[config.mk]
export PLATFORM = sky130hd
export DESIGN_NAME = sorted_priority_queue
export DESIGN_NICKNAME = d
export VERILOG_FILES = /design/src/spq_pkg.sv /design/src/spq_cell.sv /design/src/sorted_priority_queue.sv
export VERILOG_INCLUDE_DIRS = /design/src /design/src/src
export SDC_FILE = /design/constraint.sdc
export NUM_CORES = 2
export LEC_CHECK = 0
export ABC_AREA = 1
export CAP_MARGIN = 20
export CELL_PAD_IN_SITES_DETAIL_PLACEMENT = 0
export CELL_PAD_IN_SITES_GLOBAL_PLACEMENT = 2
export CORE_UTILIZATION = 38
export CTS_BUF_LIST = sky130_fd_sc_hd__clkbuf_8
export CTS_CLUSTER_DIAMETER = 100
export DETAILED_ROUTE_END_ITERATION = 10
export DONT_BUFFER_PORTS = 1
export PLACE_DENSITY_LB_ADDON = 0.1
export SYNTH_ARGS = -nofsm -noshare
export SYNTH_HDL_FRONTEND = slang
export SYNTH_HIERARCHICAL = 1
export SYNTH_SLANG_ARGS = --single-unit
export TNS_END_PERCENT = 10
[constraint.sdc]
create_clock -name clk -period 5.8 [get_ports clk]
set_input_delay 1.45 -clock clk [delete_from_list [all_inputs] [get_ports clk]]
set_output_delay 1.45 -clock clk [all_outputs]
set_load 0.02 [all_outputs]
[src/assert_macros.svh]
// Concurrent assertion wrappers used by the RTL.
`ifndef ASSERT_MACROS_SVH
`define ASSERT_MACROS_SVH

`ifndef SYNTHESIS

`define ASSERT_AR(lbl, clk_s, rstn_s, prop) \
    lbl: assert property (@(posedge clk_s) disable iff (!rstn_s) prop) \
        else $error("assertion failed");

`define ASSERT_ALWAYS(lbl, clk_s, prop) \
    lbl: assert property (@(posedge clk_s) prop) \
        else $error("assertion failed");

`else

`define ASSERT_AR(lbl, clk_s, rstn_s, prop)

`define ASSERT_ALWAYS(lbl, clk_s, prop)

`endif

`endif

[src/spq_pkg.sv]
package spq_pkg;

    typedef struct packed {
        logic [15:0] run_time;
        logic [7:0]  prio_level;
        logic [15:0] task_id;
    } entry_t;

    typedef enum logic [1:0] {
        ST_INSERTED = 2'd0,
        ST_FULL     = 2'd1,
        ST_REMOVED  = 2'd2,
        ST_EMPTY    = 2'd3
    } status_t;

    localparam logic REQ_INSERT = 1'b0;
    localparam logic REQ_REMOVE = 1'b1;

    typedef struct packed {
        logic ins;
        logic rem;
    } cell_cmd_t;

    typedef struct packed {
        entry_t ent;
        logic   valid;
        logic   keep;
    } cell_link_t;

endpackage

[src/spq_cell.sv]
module spq_cell
    import spq_pkg::*;
(
    input  logic       clk,
    input  logic       rst_n,
    input  cell_cmd_t  cmd,
    input  entry_t     new_entry,
    input  cell_link_t left_link,
    input  cell_link_t right_link,
    output cell_link_t link
);

    entry_t ent_reg;
    entry_t ent_next;
    logic   valid_reg;
    logic   valid_next;
    logic   keep;

    assign keep = valid_reg && (ent_reg.prio_level <= new_entry.prio_level);

    always_comb
    begin
        ent_next   = ent_reg;
        valid_next = valid_reg;
        if (cmd.ins)
        begin
            if (!keep)
            begin
                if (left_link.keep)
                begin
                    ent_next   = new_entry;
                    valid_next = 1'b1;
                end
                else
                begin
                    ent_next   = left_link.ent;
                    valid_next = left_link.valid;
                end
            end
        end
        else if (cmd.rem)
        begin
            ent_next   = right_link.ent;
            valid_next = right_link.valid;
        end
    end

    always_ff @(posedge clk or negedge rst_n)
    begin
        if (!rst_n)
        begin
            valid_reg <= 1'b0;
        end
        else
        begin
            valid_reg <= valid_next;
        end
    end

    always_ff @(posedge clk)
    begin
        ent_reg <= ent_next;
    end

    assign link.ent   = ent_reg;
    assign link.valid = valid_reg;
    assign link.keep  = keep;

endmodule

[src/sorted_priority_queue.sv]
// Channel | Direction | Signals                               | Content
// s_      | in        | s_tvalid s_tready s_tdata s_tuser     | request item
// m_      | out       | m_tvalid m_tready m_tdata m_tuser     | result item
//
// For each request item, every cell compares against the new priority and
// shifts at once, so one item is accepted per cycle while the result
// register is free or being drained.
// Reset clears the cell valid bits and the count; cell payloads are not reset.
// A stall on m_ holds the result and blocks s_ until the result is taken.
`include "assert_macros.svh"

module sorted_priority_queue
    import spq_pkg::*;
#(
    parameter int QUEUE_DEPTH = 32
)
(
    input  logic        clk,
    input  logic        rst_n,
    input  logic        s_tvalid,
    output logic        s_tready,
    input  logic [39:0] s_tdata,   // task_id[15:0], prio_level[23:16], run_time[39:24]
    input  logic [0:0]  s_tuser,   // req_type[0]
    output logic        m_tvalid,
    input  logic        m_tready,
    output logic [47:0] m_tdata,   // out_task_id[15:0], out_prio_level[23:16],
                                   // out_run_time[39:24], fill_count[45:40], zero[47:46]
    output logic [1:0]  m_tuser    // status[1:0]
);

    localparam int CW = $clog2(QUEUE_DEPTH + 1);

    logic                   s_acc;
    entry_t                 new_entry;
    cell_cmd_t              cmd;
    cell_link_t             links [QUEUE_DEPTH];
    cell_link_t             head_link;
    cell_link_t             tail_link;
    logic [QUEUE_DEPTH-1:0] valid_vec;
    logic                   full;
    logic                   empty;
    logic                   is_remove;

    logic [CW-1:0]          count_reg;
    logic [CW-1:0]          count_next;
    logic [CW+5:0]          count_wide;

    logic                   m_valid_reg;
    logic                   m_valid_next;
    status_t                status_reg;
    status_t                status_next;
    entry_t                 out_ent_reg;
    entry_t                 out_ent_next;
    logic [5:0]             fill_reg;
    logic [5:0]             fill_next;

    assign s_tready  = !m_valid_reg || m_tready;
    assign s_acc     = s_tvalid && s_tready;
    assign new_entry = '{run_time: s_tdata[39:24], prio_level: s_tdata[23:16],
                         task_id: s_tdata[15:0]};
    assign is_remove = (s_tuser[0] == REQ_REMOVE);

    assign full  = links[QUEUE_DEPTH-1].valid;
    assign empty = !links[0].valid;

    assign cmd.ins = s_acc && !is_remove && !full;
    assign cmd.rem = s_acc && is_remove && !empty;

    assign head_link = '{ent: new_entry, valid: 1'b1, keep: 1'b1};
    assign tail_link = '{ent: new_entry, valid: 1'b0, keep: 1'b0};

    genvar gi;
    generate
        for (gi = 0; gi < QUEUE_DEPTH; gi++)
        begin : g_cell
            cell_link_t left_in;
            cell_link_t right_in;

            if (gi == 0)
            begin : g_first
                assign left_in = head_link;
            end
            else
            begin : g_mid_l
                assign left_in = links[gi-1];
            end

            if (gi == QUEUE_DEPTH - 1)
            begin : g_last
                assign right_in = tail_link;
            end
            else
            begin : g_mid_r
                assign right_in = links[gi+1];
            end

            spq_cell u_cell (
                .clk        (clk),
                .rst_n      (rst_n),
                .cmd        (cmd),
                .new_entry  (new_entry),
                .left_link  (left_in),
                .right_link (right_in),
                .link       (links[gi])
            );

            assign valid_vec[gi] = links[gi].valid;
        end
    endgenerate

    always_comb
    begin
        count_next = count_reg;
        if (cmd.ins)
        begin
            count_next = count_reg + {{(CW-1){1'b0}}, 1'b1};
        end
        else if (cmd.rem)
        begin
            count_next = count_reg - {{(CW-1){1'b0}}, 1'b1};
        end
    end

    assign count_wide = {6'd0, count_next};
    assign fill_next  = count_wide[5:0];

    always_comb
    begin
        out_ent_next = '0;
        if (!is_remove)
        begin
            status_next = full ? ST_FULL : ST_INSERTED;
        end
        else if (empty)
        begin
            status_next = ST_EMPTY;
        end
        else
        begin
            status_next  = ST_REMOVED;
            out_ent_next = links[0].ent;
        end
    end

    always_comb
    begin
        m_valid_next = m_valid_reg;
        if (s_acc)
        begin
            m_valid_next = 1'b1;
        end
        else if (m_tready)
        begin
            m_valid_next = 1'b0;
        end
    end

    always_ff @(posedge clk or negedge rst_n)
    begin
        if (!rst_n)
        begin
            count_reg   <= '0;
            m_valid_reg <= 1'b0;
        end
        else
        begin
            count_reg   <= count_next;
            m_valid_reg <= m_valid_next;
        end
    end

    always_ff @(posedge clk)
    begin
        if (s_acc)
        begin
            status_reg  <= status_next;
            out_ent_reg <= out_ent_next;
            fill_reg    <= fill_next;
        end
    end

    assign m_tvalid = m_valid_reg;
    assign m_tuser  = status_reg;
    assign m_tdata  = {2'b00, fill_reg, out_ent_reg.run_time, out_ent_reg.prio_level,
                       out_ent_reg.task_id};

    `ASSERT_AR(a_valid_contig, clk, rst_n, ((valid_vec >> 1) & ~valid_vec) == '0)
    `ASSERT_AR(a_count_match, clk, rst_n, $countones(valid_vec) == count_reg)
    `ASSERT_AR(a_ins_grow, clk, rst_n, cmd.ins |=> count_reg == $past(count_reg) + 1'b1)
    `ASSERT_AR(a_rem_head, clk, rst_n,
        cmd.rem |=> m_tdata[23:16] <= links[0].ent.prio_level || !links[0].valid)
    `ASSERT_ALWAYS(a_empty_zero, clk,
        (rst_n && m_tvalid && m_tuser == ST_EMPTY) |-> m_tdata[45:0] == '0)

endmodule

# Word-level counts from Yosys, hierarchy flattened
# Index checks and enable logic that the tools add are counted.
# totals
reg_bits,1367
word_cells,538
inputBits,45
out_inout_bits,52
# classes
add_sub_neg,2
mux,261
n_reduce_logical,76
n_lt_le_gt_ge,32
n_eq_ne,32
# ops
operator,count
$mux 40,127
$le 8x8->1,32
$mux 1,131
$reduce_and 2->1,33
$ne 2x2->1 const B,32
$logic_and 1x1->1,37
$mux 6,2
$add 6x1->6 const B,1
$sub 6x1->6 const B,1
$reduce_bool 2->1,2
$logic_not 1->1,3
$mux 2,1
$logic_or 1x1->1,1

# Logic depth before layout (Yosys ltp)
# logic_depth
word_depth,7
mapped_depth,17

# Cells and area by module
# The synthesis kept the hierarchy.
# modules_own_cells
mod,n_inst,cells_each,area_per_inst_um2
spq_cell (g_cell[1].u_cell ...),21,269,2321.0
spq_cell (g_cell[0].u_cell ...),11,269,2324.7
sorted_priority_queue,1,215,2341.0

# Worst setup path after synthesis
# OpenSTA, ideal clock, no wires.
# synth_path
kind,input -> register
from,in m_tready
to,"reg g_cell[0].u_cell.ent_reg, in the netlist g_cell[0].u_cell/link[10], enable pin"
slack_ps,-897
arrival_ps,6303
required_time_ps,5406
path_stages,7
cell_sequence,inv_1 -> nand2_4 -> nand3_4 -> inv_1 -> or2_2 -> nand2_2 -> inv_1
# synth_lines
item,line_no,text
"start, declared",sorted_priority_queue.sv:25,"input logic m_tready,"
"end signal, assigned",spq_cell.sv:62,ent_reg <= ent_next;
"end, declared",spq_cell.sv:13,entry_t ent_reg;

==> flow_summary_export.csv <==
group,metric,value,unit
synthesis,synth_area,0.07664,sq mm
clock_tree,clkSinkCount,1367,
placed_design,io_buffers,0,
outcome,status,"completed",
timing,setup_viol,0,
final_layout,finalNetCount,9007,
placed_design,dpl_worst_slack,1251,ps
clock_tree,cts_buffers,282,
global_routing,grt_pass1_vias,61693,
clock_tree,cts-root-buf,"clkbuf_8",
timing,fin_crit,3874,ps
global_routing,antenna_found_initial,2,
routing,ant_nets,0,
routing,firstDrtPassIters,7,
critical_path,critPathKind,"reg2reg",
final_layout,area_growth,8.757,%
routing,wl_per_cell,25.34,um
power_and_ir_drop,ir_drop,0.2320,mV
clock_tree,cts.clk_slew.worst_paths,60,ps
final_layout,drive_gt1_frac,0.08398,
final_layout,utilization,0.4166,
floorplan,core.rowCount,164,
timing,whs,100.9,ps
critical_path,cp-start-kind,"register",
routing,drtIter0Drc,6934,
synthesis,syn_avg_cell_area,8.689,sq um
clock_tree,postCtsHoldBufs,0,
timing,rsz0062_at_grt,"false",
clock_tree,clockBufferDepth,4,
flow_run,maxCapViolCount,0,
clock_tree,h-tree-depth,5,
critical_path,rr_worst_depth,8,
final_layout,largest_reg_flops,1280,
min_path,hp-class,"in2async",
global_routing,grt_start_max_net_pins,132,
routing,drc_errors,0,
floorplan,ios,97,
floorplan,die-area,0.2035,sq mm
global_routing,overflow,0,
final_layout,final_area,0.08335,sq mm
routing,num_vias,64152,
placed_design,placed_area,0.07844,sq mm
timing,finalClockSkew,65.30,ps
power_and_ir_drop,power-per-cell-area,358.4,mW/mm^2
timing,hold_violations,0,
clock_tree,cts_resized,0,
critical_path,cp-end-kind,"register",
timing,fin_crit_sh,0.6679,
critical_path,worstPathRequired,6650,ps
global_routing,grt.total_usage,0.2805,
timing,worst_pin_slew,1040,ps
routing,routed_wl,292.5,mm
timing,fmaxAchievable,258.2,MHz
critical_path,arrival,4720,ps
timing,finalMaxSlewViolations,0,
critical_path,cp_max_fo,66,
global_routing,grt_pass1_wl,428.6,mm
timing,fin_ws,1926,ps
timing,relSlewSlack,0.3068,
synthesis,ys_warn_count,6,
placed_design,gp_congestion,0.8182,
clock_tree,clk-insertion-delay-late,1050,ps
floorplan,die_h,451.1,um
routing,viasPerCell,5.558,
floorplan,start_util,0.3831,
floorplan,die_w,451.1,um
clock_tree,postCtsSetupRepairBufs,0,
power_and_ir_drop,p_leak,33.79,nW
floorplan,fp.coreArea,0.2001,sq mm
synthesis,syn_inst,8820,
timing,setup_tns,0,ps
placed_design,hpwl,185.5,mm
clock_tree,cts_tree,"yes",
[worst max-delay path, stage by stage (launching register included)]
cell        delay [ps]
dfrtp_1            730
nor2_2             140
nand3_4            200
clkinvlp_4         740
buf_4              610
inv_1              700
buf_4              350
nand2_1             90
o21ai_0             80
[layer usage]
| metal | vias up | part of all wire | global-route usage |
|---|---|---|---|
| met3 | 405 | 0.072 | 0.04145 |
| li1 | 29798 | - | - |
| met2 | 2560 | 0.44 | 0.4268 |
| met5 | - | 0 | 0 |
| met1 | 31389 | 0.46 | 0.4125 |
| met4 | 0 | 0.025 | 0.07786 |
[placed cells by master, fill, tap and decap left out, types with 2 or more instances in the layout]
master,count
nor2_2,2
nand3_1,37
a21oi_1,54
clkinvlp_4,6
nand3_2,32
nand2_1,1722
nor2_1,1388
conb_1,10
a21oi_2,11
clkbuf_8,295
inv_1,620
nand2_2,99
clkinv_2,8
buf_16,2
or2_2,32
diode_2,3
xor2_1,4
dfrtp_1,39
inv_2,13
o21ai_0,2342
nor2_4,32
buf_12,14
o21ai_1,256
bufinv_16,7
a21o_1,32
edfxtp_1,1328
buf_4,158
clkinv_1,46
nand4_2,32
ha_1,258
[report_power, final]
group          switching, mW  leakage [nW]  internal, mW
clock network           4.45          2.89          4.95
logic                   4.29          18.1          1.69
registers               1.34          12.8          13.1
[worst paths after layout]
check,to,slack (ps),start
max,g_cell[17].u_cell/link[41],1930,g_cell[31].u_cell/valid_reg
min,m_tvalid,100,rst_n
max reg2reg,g_cell[17].u_cell/link[41],1930,g_cell[31].u_cell/valid_reg
min reg2reg,count_reg[5],490,count_reg[5]
max in group asynchronous,g_cell[18].u_cell/valid_reg,5420,rst_n
min in group clk,m_tuser[1],490,s_tuser
[layout make-up]
cell class,instances,area [sq um]
clock buffers,295,4060
flip-flops and latches,1367,40850
repair buffers,174,1521
multi-input cells,6347,30740
clock inverters,168,843.3
diodes,3,7.507
inverters,532,2001
fillers,20033,116700
well taps,2656,3323
[stage by stage]
step	cells	total power, mW
floorplan	8828	18.14
global placement	11074	20.46
detailed placement	11076	20.59
CTS	11539	30.04
global route	11541	31.33
finish	11542	29.87
(Power assumes the default switching activity.)
